===== src/rtl/sapd_pkg.sv =====
`default_nettype none
// Shared types and constants for the sonar approach speed controller.
// No dependencies; imported by every module of the block.
package sapd_pkg;

  localparam int unsigned DIST_W  = 16;
  localparam int unsigned ERR_W   = 17;
  localparam int unsigned DIFF_W  = 18;
  localparam int unsigned GAIN_W  = 8;
  localparam int unsigned NUM_W   = 27;
  localparam int unsigned MAG_W   = 26;
  localparam int unsigned QUO_W   = 24;
  localparam int unsigned FIX_W   = 24;
  localparam int unsigned OPA_W   = 24;
  localparam int unsigned OPB_W   = 16;
  localparam int unsigned PROD_W  = 40;
  localparam int unsigned SPEED_W = 16;
  localparam int unsigned CNT_W   = 5;
  localparam int unsigned IDX_W   = 3;

  localparam logic [CNT_W-1:0] DIV_STEPS = 5'd24;
  localparam logic [QUO_W-1:0] DEADBAND  = 24'd3276;
  localparam logic [FIX_W-1:0] FIX_POS   = 24'h7fffff;
  localparam logic [FIX_W-1:0] FIX_NEG   = 24'h800000;

  localparam logic [IDX_W-1:0] REG_GAIN_P    = 3'd0;
  localparam logic [IDX_W-1:0] REG_GAIN_D    = 3'd1;
  localparam logic [IDX_W-1:0] REG_OFFSET    = 3'd2;
  localparam logic [IDX_W-1:0] REG_TOLERANCE = 3'd3;
  localparam logic [IDX_W-1:0] REG_ACQ_RANGE = 3'd4;

  typedef struct packed {
    logic done;
    logic ovf;
  } div_stat_t;

endpackage
`default_nettype wire


===== src/rtl/sapd_mul.sv =====
`default_nettype none
// Registered signed multiplier shared by the gain and speed scaling steps.
// Depends on sapd_pkg for operand and product widths.
module sapd_mul (
  input  wire logic                                clk_i,
  input  wire logic signed [sapd_pkg::OPA_W-1:0]   a_i,
  input  wire logic signed [sapd_pkg::OPB_W-1:0]   b_i,
  output logic signed [sapd_pkg::PROD_W-1:0]       p_o
);
  import sapd_pkg::*;

  logic signed [PROD_W-1:0] p_q;

  always_ff @(posedge clk_i) begin
    p_q <= PROD_W'(a_i * b_i);
  end

  assign p_o = p_q;

endmodule
`default_nettype wire


===== src/rtl/sapd_div.sv =====
`default_nettype none
// Serial restoring divider producing a 24-bit Q16 fraction magnitude, one bit per cycle.
// Depends on sapd_pkg for widths, step count and the status struct.
module sapd_div (
  input  wire logic                          clk_i,
  input  wire logic                          rst_ni,
  input  wire logic                          start_i,
  input  wire logic [sapd_pkg::MAG_W-1:0]    dividend_i,
  input  wire logic [sapd_pkg::DIST_W-1:0]   divisor_i,
  output logic [sapd_pkg::QUO_W-1:0]         quot_o,
  output sapd_pkg::div_stat_t                stat_o
);
  import sapd_pkg::*;

  logic [CNT_W-1:0]  cnt_q;
  logic              done_q;
  logic              ovf_q;
  logic [DIST_W-1:0] rem_q;
  logic [DIST_W-1:0] den_q;
  logic [QUO_W-1:0]  dvd_q;
  logic [DIST_W:0]   rem_sh;
  logic [DIST_W:0]   rem_sub;
  logic              ge;

  always_comb begin
    rem_sh  = {rem_q, dvd_q[QUO_W-1]};
    ge      = rem_sh >= {1'b0, den_q};
    rem_sub = rem_sh - {1'b0, den_q};
  end

  always_ff @(posedge clk_i or negedge rst_ni) begin
    if (!rst_ni) begin
      cnt_q  <= '0;
      done_q <= 1'b0;
    end else begin
      done_q <= 1'b0;
      if (start_i) begin
        cnt_q <= DIV_STEPS;
      end else if (cnt_q != '0) begin
        cnt_q <= cnt_q - CNT_W'(1);
        if (cnt_q == CNT_W'(1)) begin
          done_q <= 1'b1;
        end
      end
    end
  end

  always_ff @(posedge clk_i) begin
    if (start_i) begin
      ovf_q <= dividend_i[MAG_W-1:8] >= {2'b00, divisor_i};
      rem_q <= dividend_i[DIST_W+7:8];
      dvd_q <= {dividend_i[7:0], 16'd0};
      den_q <= divisor_i;
    end else if (cnt_q != '0) begin
      rem_q <= ge ? rem_sub[DIST_W-1:0] : rem_sh[DIST_W-1:0];
      dvd_q <= {dvd_q[QUO_W-2:0], ge};
    end
  end

  assign quot_o      = dvd_q;
  assign stat_o.done = done_q;
  assign stat_o.ovf  = ovf_q;

endmodule
`default_nettype wire


===== src/rtl/sonar_pd_approach_speed_core.sv =====
`default_nettype none
// Sonar approach speed controller: a PD controller normalized by a distance.
// One item at a time: an item passes the prepare, multiply, sum, 24-step
// serial divide and scale states, or goes straight to done when no division
// is needed; input ready returns as the result turns valid. Reset restores
// the register defaults, arms acquire and clears the reference range and
// previous error. Depends on sapd_pkg, sapd_mul and sapd_div.
module sonar_pd_approach_speed_core (
  input  wire logic                                  clk_i,
  input  wire logic                                  rst_ni,
  input  wire logic                                  in_valid_i,
  output logic                                       in_ready_o,
  input  wire logic                                  kind_i,
  input  wire logic [sapd_pkg::DIST_W-1:0]           raw_distance_i,
  input  wire logic [sapd_pkg::DIST_W-1:0]           target_distance_i,
  input  wire logic signed [sapd_pkg::SPEED_W-1:0]   max_speed_i,
  output logic                                       out_valid_o,
  input  wire logic                                  out_ready_i,
  output logic signed [sapd_pkg::SPEED_W-1:0]        speed_o,
  output logic                                       acquiring_o,
  input  wire logic                                  cfg_valid_i,
  output logic                                       cfg_ready_o,
  input  wire logic [sapd_pkg::IDX_W-1:0]            cfg_index_i,
  input  wire logic [sapd_pkg::DIST_W-1:0]           cfg_data_i
);
  import sapd_pkg::*;

  typedef enum logic [3:0] {
    S_IDLE,
    S_PREP,
    S_MUL_P,
    S_MUL_D,
    S_SUM,
    S_DIV_GO,
    S_DIV_WAIT,
    S_MUL_S,
    S_SCALE,
    S_DONE
  } state_e;

  state_e state_q;

  logic [GAIN_W-1:0] gain_p_q;
  logic [GAIN_W-1:0] gain_d_q;
  logic [DIST_W-1:0] offset_q;
  logic [DIST_W-1:0] tol_q;
  logic [DIST_W-1:0] acq_range_q;

  logic              acq_q;
  logic [DIST_W-1:0] ref_q;
  logic [ERR_W-1:0]  prev_q;
  logic              out_valid_q;
  logic [SPEED_W-1:0] speed_q;
  logic              acq_out_q;

  logic               kind_q;
  logic [DIST_W-1:0]  raw_q;
  logic [DIST_W-1:0]  tgt_q;
  logic [SPEED_W-1:0] mspd_q;
  logic [ERR_W-1:0]   err_q;
  logic [DIFF_W-1:0]  diff_q;
  logic [DIST_W-1:0]  den_q;
  logic [NUM_W-1:0]   num_q;
  logic [FIX_W-1:0]   fix_q;
  logic [SPEED_W-1:0] res_q;

  logic [DIST_W:0]    lim;
  logic [DIST_W-1:0]  dcorr;
  logic [ERR_W-1:0]   err_c;
  logic [DIFF_W-1:0]  diff_c;
  logic               no_tgt;
  logic [DIST_W-1:0]  den_c;
  logic               zero_den;
  logic [NUM_W-1:0]   num_abs;
  logic               div_start;
  logic [QUO_W-1:0]   quot;
  div_stat_t          div_stat;
  logic               big;
  logic               in_db;
  logic [FIX_W-1:0]   fix_c;
  logic signed [OPA_W-1:0]  mul_a;
  logic signed [OPB_W-1:0]  mul_b;
  logic signed [PROD_W-1:0] prod;
  logic [PROD_W-1:0]  tr;
  logic               fits;
  logic [SPEED_W-1:0] sat;
  logic               in_xfer;

  assign in_ready_o  = (state_q == S_IDLE);
  assign in_xfer     = in_valid_i && in_ready_o;
  assign cfg_ready_o = 1'b1;
  assign out_valid_o = out_valid_q;
  assign speed_o     = speed_q;
  assign acquiring_o = acq_out_q;

  always_ff @(posedge clk_i or negedge rst_ni) begin
    if (!rst_ni) begin
      gain_p_q    <= 8'd1;
      gain_d_q    <= 8'd0;
      offset_q    <= 16'd0;
      tol_q       <= 16'd16;
      acq_range_q <= 16'd800;
    end else if (cfg_valid_i && cfg_ready_o) begin
      case (cfg_index_i)
        REG_GAIN_P:    gain_p_q    <= cfg_data_i[GAIN_W-1:0];
        REG_GAIN_D:    gain_d_q    <= cfg_data_i[GAIN_W-1:0];
        REG_OFFSET:    offset_q    <= cfg_data_i;
        REG_TOLERANCE: tol_q       <= cfg_data_i;
        REG_ACQ_RANGE: acq_range_q <= cfg_data_i;
        default: ;
      endcase
    end
  end

  always_comb begin
    lim      = {1'b0, offset_q} + {1'b0, tol_q};
    dcorr    = ({1'b0, raw_q} < lim) ? '0 : raw_q - offset_q;
    err_c    = {1'b0, dcorr} - {1'b0, tgt_q};
    diff_c   = {err_c[ERR_W-1], err_c} - {prev_q[ERR_W-1], prev_q};
    no_tgt   = !kind_q && acq_q && (dcorr > acq_range_q);
    den_c    = kind_q ? tgt_q : (acq_q ? dcorr : ref_q);
    zero_den = (den_c == '0);
    num_abs  = num_q[NUM_W-1] ? (NUM_W'(0) - num_q) : num_q;
  end

  always_comb begin
    big   = div_stat.ovf || quot[QUO_W-1];
    in_db = !kind_q && !big && (quot <= DEADBAND);
    if (in_db) begin
      fix_c = '0;
    end else if (big) begin
      fix_c = num_q[NUM_W-1] ? FIX_NEG : FIX_POS;
    end else begin
      fix_c = num_q[NUM_W-1] ? (FIX_W'(0) - quot) : quot;
    end
  end

  always_comb begin
    case (state_q)
      S_MUL_P: begin
        mul_a = {{(OPA_W-ERR_W){err_q[ERR_W-1]}}, err_q};
        mul_b = {{(OPB_W-GAIN_W){gain_p_q[GAIN_W-1]}}, gain_p_q};
      end
      S_MUL_D: begin
        mul_a = {{(OPA_W-DIFF_W){diff_q[DIFF_W-1]}}, diff_q};
        mul_b = {{(OPB_W-GAIN_W){gain_d_q[GAIN_W-1]}}, gain_d_q};
      end
      default: begin
        mul_a = fix_q;
        mul_b = mspd_q;
      end
    endcase
  end

  always_comb begin
    tr   = prod + (prod[PROD_W-1] ? 40'd65535 : 40'd0);
    fits = (&tr[PROD_W-1:31]) || !(|tr[PROD_W-1:31]);
    sat  = fits ? tr[31:16] : (tr[PROD_W-1] ? 16'h8000 : 16'h7fff);
  end

  assign div_start = (state_q == S_DIV_GO);

  sapd_mul u_mul (
    .clk_i (clk_i),
    .a_i   (mul_a),
    .b_i   (mul_b),
    .p_o   (prod)
  );

  sapd_div u_div (
    .clk_i      (clk_i),
    .rst_ni     (rst_ni),
    .start_i    (div_start),
    .dividend_i (num_abs[MAG_W-1:0]),
    .divisor_i  (den_q),
    .quot_o     (quot),
    .stat_o     (div_stat)
  );

  always_ff @(posedge clk_i or negedge rst_ni) begin
    if (!rst_ni) begin
      state_q     <= S_IDLE;
      acq_q       <= 1'b1;
      ref_q       <= '0;
      prev_q      <= '0;
      out_valid_q <= 1'b0;
      speed_q     <= '0;
      acq_out_q   <= 1'b0;
    end else begin
      if (state_q == S_DONE && (!out_valid_q || out_ready_i)) begin
        out_valid_q <= 1'b1;
      end else if (out_valid_q && out_ready_i) begin
        out_valid_q <= 1'b0;
      end
      case (state_q)
        S_IDLE: begin
          if (in_xfer) begin
            state_q <= S_PREP;
          end
        end
        S_PREP: begin
          if (!kind_q && acq_q) begin
            ref_q <= dcorr;
            if (!no_tgt) begin
              acq_q <= 1'b0;
            end
          end
          if (!no_tgt) begin
            prev_q <= err_c;
          end
          state_q <= (no_tgt || zero_den) ? S_DONE : S_MUL_P;
        end
        S_MUL_P:  state_q <= S_MUL_D;
        S_MUL_D:  state_q <= S_SUM;
        S_SUM:    state_q <= S_DIV_GO;
        S_DIV_GO: state_q <= S_DIV_WAIT;
        S_DIV_WAIT: begin
          if (div_stat.done) begin
            if (in_db) begin
              acq_q <= 1'b1;
            end
            state_q <= S_MUL_S;
          end
        end
        S_MUL_S: state_q <= S_SCALE;
        S_SCALE: state_q <= S_DONE;
        S_DONE: begin
          if (!out_valid_q || out_ready_i) begin
            speed_q     <= res_q;
            acq_out_q   <= acq_q;
            state_q     <= S_IDLE;
          end
        end
        default: state_q <= S_IDLE;
      endcase
    end
  end

  always_ff @(posedge clk_i) begin
    if (in_xfer) begin
      kind_q <= kind_i;
      raw_q  <= raw_distance_i;
      tgt_q  <= target_distance_i;
      mspd_q <= max_speed_i;
    end
    case (state_q)
      S_PREP: begin
        err_q  <= err_c;
        diff_q <= diff_c;
        den_q  <= den_c;
        res_q  <= no_tgt ? mspd_q : '0;
      end
      S_MUL_D: num_q <= prod[NUM_W-1:0];
      S_SUM:   num_q <= num_q + prod[NUM_W-1:0];
      S_DIV_WAIT: begin
        if (div_stat.done) begin
          fix_q <= fix_c;
        end
      end
      S_SCALE: res_q <= sat;
      default: ;
    endcase
  end

  a_busy_after_xfer: assert property (@(posedge clk_i) disable iff (!rst_ni)
    in_xfer |=> !in_ready_o)
    else $error("input accepted while an item is in progress");

  a_div_done_state: assert property (@(posedge clk_i) disable iff (!rst_ni)
    div_stat.done |-> (state_q == S_DIV_WAIT))
    else $error("divider finished outside its wait state");

  a_deadband_zero: assert property (@(posedge clk_i) disable iff (!rst_ni)
    (state_q == S_MUL_S && !kind_q && acq_q) |-> (fix_q == '0))
    else $error("deadband re-armed acquire with a nonzero fraction");

  a_result_loaded: assert property (@(posedge clk_i) disable iff (!rst_ni)
    (state_q == S_DONE && (!out_valid_q || out_ready_i)) |=> out_valid_o)
    else $error("finished result was not presented");

endmodule
`default_nettype wire

===== config.mk =====
export PLATFORM = sky130hd
export DESIGN_NAME = sonar_pd_approach_speed_core
export DESIGN_NICKNAME = d
export VERILOG_FILES = /design/src/rtl/sapd_pkg.sv /design/src/rtl/sapd_mul.sv /design/src/rtl/sapd_div.sv /design/src/rtl/sonar_pd_approach_speed_core.sv
export SDC_FILE = /design/constraint.sdc
export NUM_CORES = 2
export LEC_CHECK = 0
export BUFFER_PORTS_ARGS = -buffer_cell sky130_fd_sc_hd__buf_4
export CAP_MARGIN = 20
export CORE_ASPECT_RATIO = 0.8
export CORE_UTILIZATION = 55
export DETAILED_ROUTE_END_ITERATION = 16
export PLACE_DENSITY_LB_ADDON = 0.3
export SLEW_MARGIN = 40
export SYNTH_ARGS = -nofsm -noshare
export SYNTH_HDL_FRONTEND = slang
export SYNTH_SLANG_ARGS = --single-unit

===== constraint.sdc =====
create_clock -name clk_i -period 9.2 [get_ports clk_i]
set_input_delay 0.92 -clock clk_i [delete_from_list [all_inputs] [get_ports clk_i]]
set_output_delay 0.92 -clock clk_i [all_outputs]
set_load 0.01 [all_outputs]

Word-level counts from Yosys, hierarchy flattened
Cells that the tools add are included.
{ "totals": {"inputBits": 73, "wordCells": 141, "out_inout_bits": 20, "reg_bits": 390} }
{ "op_classes": {"n_mul": 1, "n_bitwise": 1, "eq_ne": 20, "add_sub_neg": 10, "mux": 37, "n_reduce_logical": 37, "magnitude_cmp": 5} }
{ "op_table": {"columns": ["operator", "n"], "rows": [
  ["$mux W16", 10],
  ["$mux W24", 5],
  ["$pmux W16 S2", 2],
  ["$pmux W27 S2", 1],
  ["$pmux W24 S2", 1],
  ["$add A40 B16 Y40", 1],
  ["$mul A24 B16 Y40", 1],
  ["$pmux W4 S10", 1],
  ["$sub A16 B16 Y16", 2],
  ["$add A27 B27 Y27", 1],
  ["$mux W26", 1],
  ["$sub A1 B26 Y26 const A", 1],
  ["$le A24 B12 Y1 const B", 1],
  ["$sub A1 B24 Y24 const A", 1],
  ["$ge A18 B16 Y1", 1],
  ["$reduce_and A2 Y1", 9],
  ["$sub A17 B17 Y18", 1],
  ["$add A16 B16 Y17", 1],
  ["$ge A17 B16 Y1", 1],
  ["$lt A16 B17 Y1", 1],
  ["$sub A16 B16 Y17", 1],
  ["$eq A4 B3 Y1 const B", 4],
  ["$gt A16 B16 Y1", 1],
  ["$logic_not A16 Y1", 1],
  ["26 further kinds", 61]
]} }

Depth between registers and ports, before layout
{ "logic_depth": {"word_depth": 9, "mapped_depth": 40} }

Cells and area by module
A second synthesis with hierarchy kept.
{ "hier_totals": {"cells_unflattened": 3921, "area_unflattened_um2": 37400.9} }
{ "modules_own_cells": {"columns": ["module", "seq_area_each_um2", "area_each_um2", "cells_per_inst", "instances"], "rows": [
  ["sonar_pd_approach_speed_core", 8025.2, 18564.1, 1845, 1],
  ["sapd_mul", 800.8, 14894.3, 1654, 1],
  ["sapd_div", 1701.6, 3942.5, 422, 1]
]} }

Worst setup path after synthesis
OpenSTA, ideal clock, no wires.
{ "synth_timing": {"path_type": "register -> register", "start": "reg state_q[3]", "end": "reg u_mul.p_q[39], in the netlist u_mul.p_o[39]", "setup_time_ns": 0.121, "path_stages_with_launch": 31, "path_buffers": 4, "t_required_ns": 9.079, "arrival_ns": 7.458, "slack_ns": 1.621, "cell_sequence": "dfrtp_1 -> clkbuf_1 -> nor2_1 -> and2_1 -> clkbuf_1 -> clkbuf_1 -> nor2_1 -> a21oi_1 -> clkbuf_1 -> nand2_1 -> fa_1 -> inv_1 -> fa_1 -> inv_1 -> fa_1 -> fa_1 -> inv_1 -> fa_1 -> inv_1 -> fa_1 -> inv_1 -> ha_1 -> and2_1 -> and4_1 -> o2111ai_1 -> a2111oi_0 -> o211ai_1 -> a31oi_1 -> o21a_1 -> nor2_1 -> xnor2_1"} }
{ "synth_via": {"elab_chain_len": 3, "word_cells_on_any_way": 5, "cone_classes": "mul: 1; eq/ne: 2; mux: 2"} }
{ "synth_lines": {"columns": ["item", "line", "source"], "rows": [
  ["start, declared", "sonar_pd_approach_speed_core.sv:41", "state_e state_q;"],
  ["start signal, assigned", "sonar_pd_approach_speed_core.sv:211", "state_q <= (no_tgt || zero_den) ? S_DONE : S_MUL_P;"],
  ["$eq A4 B2 Y1", "sonar_pd_approach_speed_core.sv:139", "case (state_q)"],
  ["$pmux W24 S2 or $pmux W16 S2 (tied branches)", "sonar_pd_approach_speed_core.sv:139", null],
  ["$mul A24 B16 Y40 (*)", "sapd_mul.sv:15", "p_q <= PROD_W'(a_i * b_i);"],
  ["end signal, assigned", "sapd_mul.sv:15", null],
  ["end, declared", "sapd_mul.sv:12", "logic signed [PROD_W-1:0] p_q;"]
]} }
Mark *: on every way between the ends. The rest lies on a longest branch, timed or not.
A chain may end at the register's enable or synchronous reset.

Worst setup path in the final report
Ends and elaborated chain as after synthesis.

==> run summary <==
Share of layout cells above drive strength 1 -> 8.25%
Leftover overflow at the end of global routing -> 0
Crit path required time -> 9640 ps
Clock H-tree levels -> 2
Area of the core region -> 64200 um^2
Wire length of the first global-routing pass -> 150000 um
Cell with the largest stage delay on the worst path -> a2111oi_0
Area Overhead vs Synth -> 8.71%
Period Utilization, post-route -> 93.7%
RSZ-0062 raised after global routing -> false
Slew at the pin closest to its max-slew limit -> 975 ps
Count of final setup violators -> 0
Final RePlAce weighted congestion -> 1.00
Initial cell density of the core -> 55.7%
Std-Cell Rows -> 83
Reg2Reg Launch Point -> state_q[3]
Maximum number of pins on one net before global-route repair -> 77
Number of DRC markers after the initial detailed-route iteration -> 2607
Routed via count divided by cell count -> 5.73
Share of flip-flops with an asynchronous set or reset -> 32.3%
Post-synthesis cell count -> 3775
Worst-case setup slack after placement -> 804 ps
Wirelength per Cell -> 19.9 um
Max-slew violation total from the final report -> 0
Number of filler instances in the final layout -> 5512
Data arrival, critical path -> 9060 ps
CTS Sinks -> 390
Drt first pass iters -> 5
DRC viols -> 0
CP bufs+invs -> 6
Crit Reg-Reg Endpoint -> u_mul.p_o[39]
Primary flip-flop cell chosen by synthesis mapping -> edfxtp_1
Class of the tightest hold or removal check -> in -> async
Run status -> complete, no violations
Element type at the critical path end -> flop
Post-synthesis cell area -> 35800 um^2
Post-Syn Nets -> 4499
Largest buffer count on any clock path -> 3
Net count, final -> 4561
Path depth of the worst reg2reg path -> 27
Cell type group with the largest total delay on the critical path -> adder cells
Cells taking the most area after synthesis -> fa_1 (21%), edfxtp_1 (17%), ha_1 (9.4%)
Post-CTS Setup Repair Bufs -> 0
CP Launch Type -> flop
Period minus WS final -> 8620 ps
Die W -> 287 um
Share of the synthesized area in the top cell type -> 21.3%
Number of synthesized flops with an enable pin -> 208
Highest clock frequency the design can meet -> 0.116 GHz
Final sum of negative setup slack -> 0 ps
Most common cell after layout, fill and taps aside -> inv_1
Number of global-route vias before repair -> 26700
Post-route clock skew -> 28.6 ps
Number of buffers added by the clock tree synthesis step -> 40
Port buffer count -> 91
Clock slew seen by the registers of the worst setup and hold paths -> 60 ps
Combined global-route utilization of all metal layers -> 29.4%
Number of buffers inserted by hold repair at cts -> 0
Area enclosed by the die boundary -> 66000 um^2
Half-perimeter wire length after detailed placement -> 73500 um
WL final -> 93900 um
Synthesized area per cell -> 9.47 um^2
Register-to-register setup slack -> 580 ps
Number of antenna violations at the first check in global routing -> 2
Flops & latches, synth -> 390
Biggest area consumer among synthesized cells -> fa_1
Maximum cell stage delay along the critical path -> 630 ps
Number of distinct library cells after synthesis -> 72
Hold violation total from the final report -> 0
Vias -> 27000
Max transition margin -> 34.3%
Setup slack of the critical path after layout -> 579 ps
Worst hold slack -> 405 ps
ANT cells -> 0
Count of yosys warnings during synthesis -> 0
Portion of the post-synthesis area used by sequential elements -> 29.4%
Later-pin clock latency in the skew report -> 570 ps
Category of the most critical setup path -> reg -> reg
Ports -> 93
Root cell of the clock tree -> clkbuf_16
Crit Path Max Fanout -> 66
Post-DRT Antenna Nets -> 0
Vertical die dimension -> 230 um
Maximum Capacitance Violations -> 0
Commonest cells after routing, fill and taps aside -> inv_1 (566), nand2_1 (468), fa_1 (381)
Most used cell, CP -> fa_1
Number of gates resized after CTS -> 0
Clock tree from TritonCTS -> done
## worst register-to-register path, stage by stage (launching register included)
cell and delay, ps:
dfrtp_1 490, nor2_1 220, and2_4 430, buf_12 340, nor2_1 130, a21oi_2 440
buf_4 360, nand2_1 120, fa_1 540, inv_1 50, fa_1 530, inv_1 50
fa_1 470, fa_1 500, inv_1 60, fa_1 510, fa_1 490, ha_1 390
and3_1 200, and4_1 240, o2111ai_1 410, a2111oi_0 630, buf_4 230, o211ai_1 130
a31oi_1 250, o21a_1 140, nor2_1 50, xnor2_1 110
## cell usage after synthesis (all sizes together), types with 8 or more instances
cell type / count
edfxtp: 208
nand4: 19
and2: 13
a211oi: 20
fa: 381
o21ai: 201
xnor2: 115
xor2: 66
or3: 17
a31oi: 18
mux2: 65
o211ai: 17
nand2b: 29
o21a: 31
o21bai: 25
mux2i: 54
nand3: 50
clkbuf: 112
or2: 8
and3: 15
inv: 567
buf: 10
o2111ai: 8
dfxtp: 56
nor3: 56
nor2b: 22
nor2: 335
a21o: 83
dfrtp: 120
nand2: 471
nor4: 15
ha: 270
o31ai: 24
a21oi: 176
## metrics by stage
step	area, um^2	std cells	util (%)
floorplan	35800	3775	-
global placement	37500	4643	58.4
detailed placement	37600	4644	58.5
CTS	38900	4717	60.5
global route	38900	4718	60.6
finish	38900	4718	60.6
## state kept, by name, summed over array words and instances, names as in the netlist, 17 cells and up
name and count:
diff_q 18, fix_q 24, num_q 27, u_mul.p_o 40, err_q 17, prev_q 17, u_div.quot_o 24
## logic make-up after synthesis
logic type / share of synthesized area [%]
AOI/OAI and AO/OA: 11.5
xor gates and xnor gates: 4.43
adders and majority gates: 30.8
buffers and inverters: 7.26
DFF: 29.4
muxes: 3.56
other: 0.0105
and+or+nand+nor: 13.0
## how the worst max path moves through the flow
stage | startpoint | end | slack [ps] | cells after the start
floorplan | state_q[3] | u_mul.p_o[39] | 1620 | 30
global placement | state_q[3] | u_mul.p_o[38] | 900 | 26
detailed placement | state_q[3] | u_mul.p_o[38] | 800 | 27
CTS | state_q[3] | u_mul.p_o[38] | 740 | 27
global route | offset_q[1] | diff_q[16] | 230 | 33
finish | state_q[3] | u_mul.p_o[39] | 580 | 27
## routing by layer
| metal | vias to the layer above | share of wire (%) | wire length (um) | track usage (%) |
|---|---|---|---|---|
| met4 | 2 | 2.3 | 2130 | 6.03 |
| li1 | 12600 | - | - | - |
| met3 | 170 | 10 | 9680 | 8.01 |
| met2 | 1098 | 43 | 40100 | 43.5 |
| met5 | - | 0.015 | 14 | 0 |
| met1 | 13200 | 45 | 42000 | 43.2 |
## area by class of cell
| cell class | instances | area [um^2] | area share, % |
|---|---|---|---|
| multi-input combinational | 2695 | 22800 | 58.6 |
| sequential | 390 | 10500 | 27.1 |
| inverter | 568 | 2130 | 5.49 |
| clock buffer | 54 | 1150 | 2.96 |
| timing repair buffer | 142 | 1090 | 2.79 |
| tap | 850 | 1060 | 2.74 |
| clock inverter | 19 | 146 | 0.377 |
Power is not shown: default switching activity piles up to over one toggle a cycle in this logic, so the estimate is an artifact.
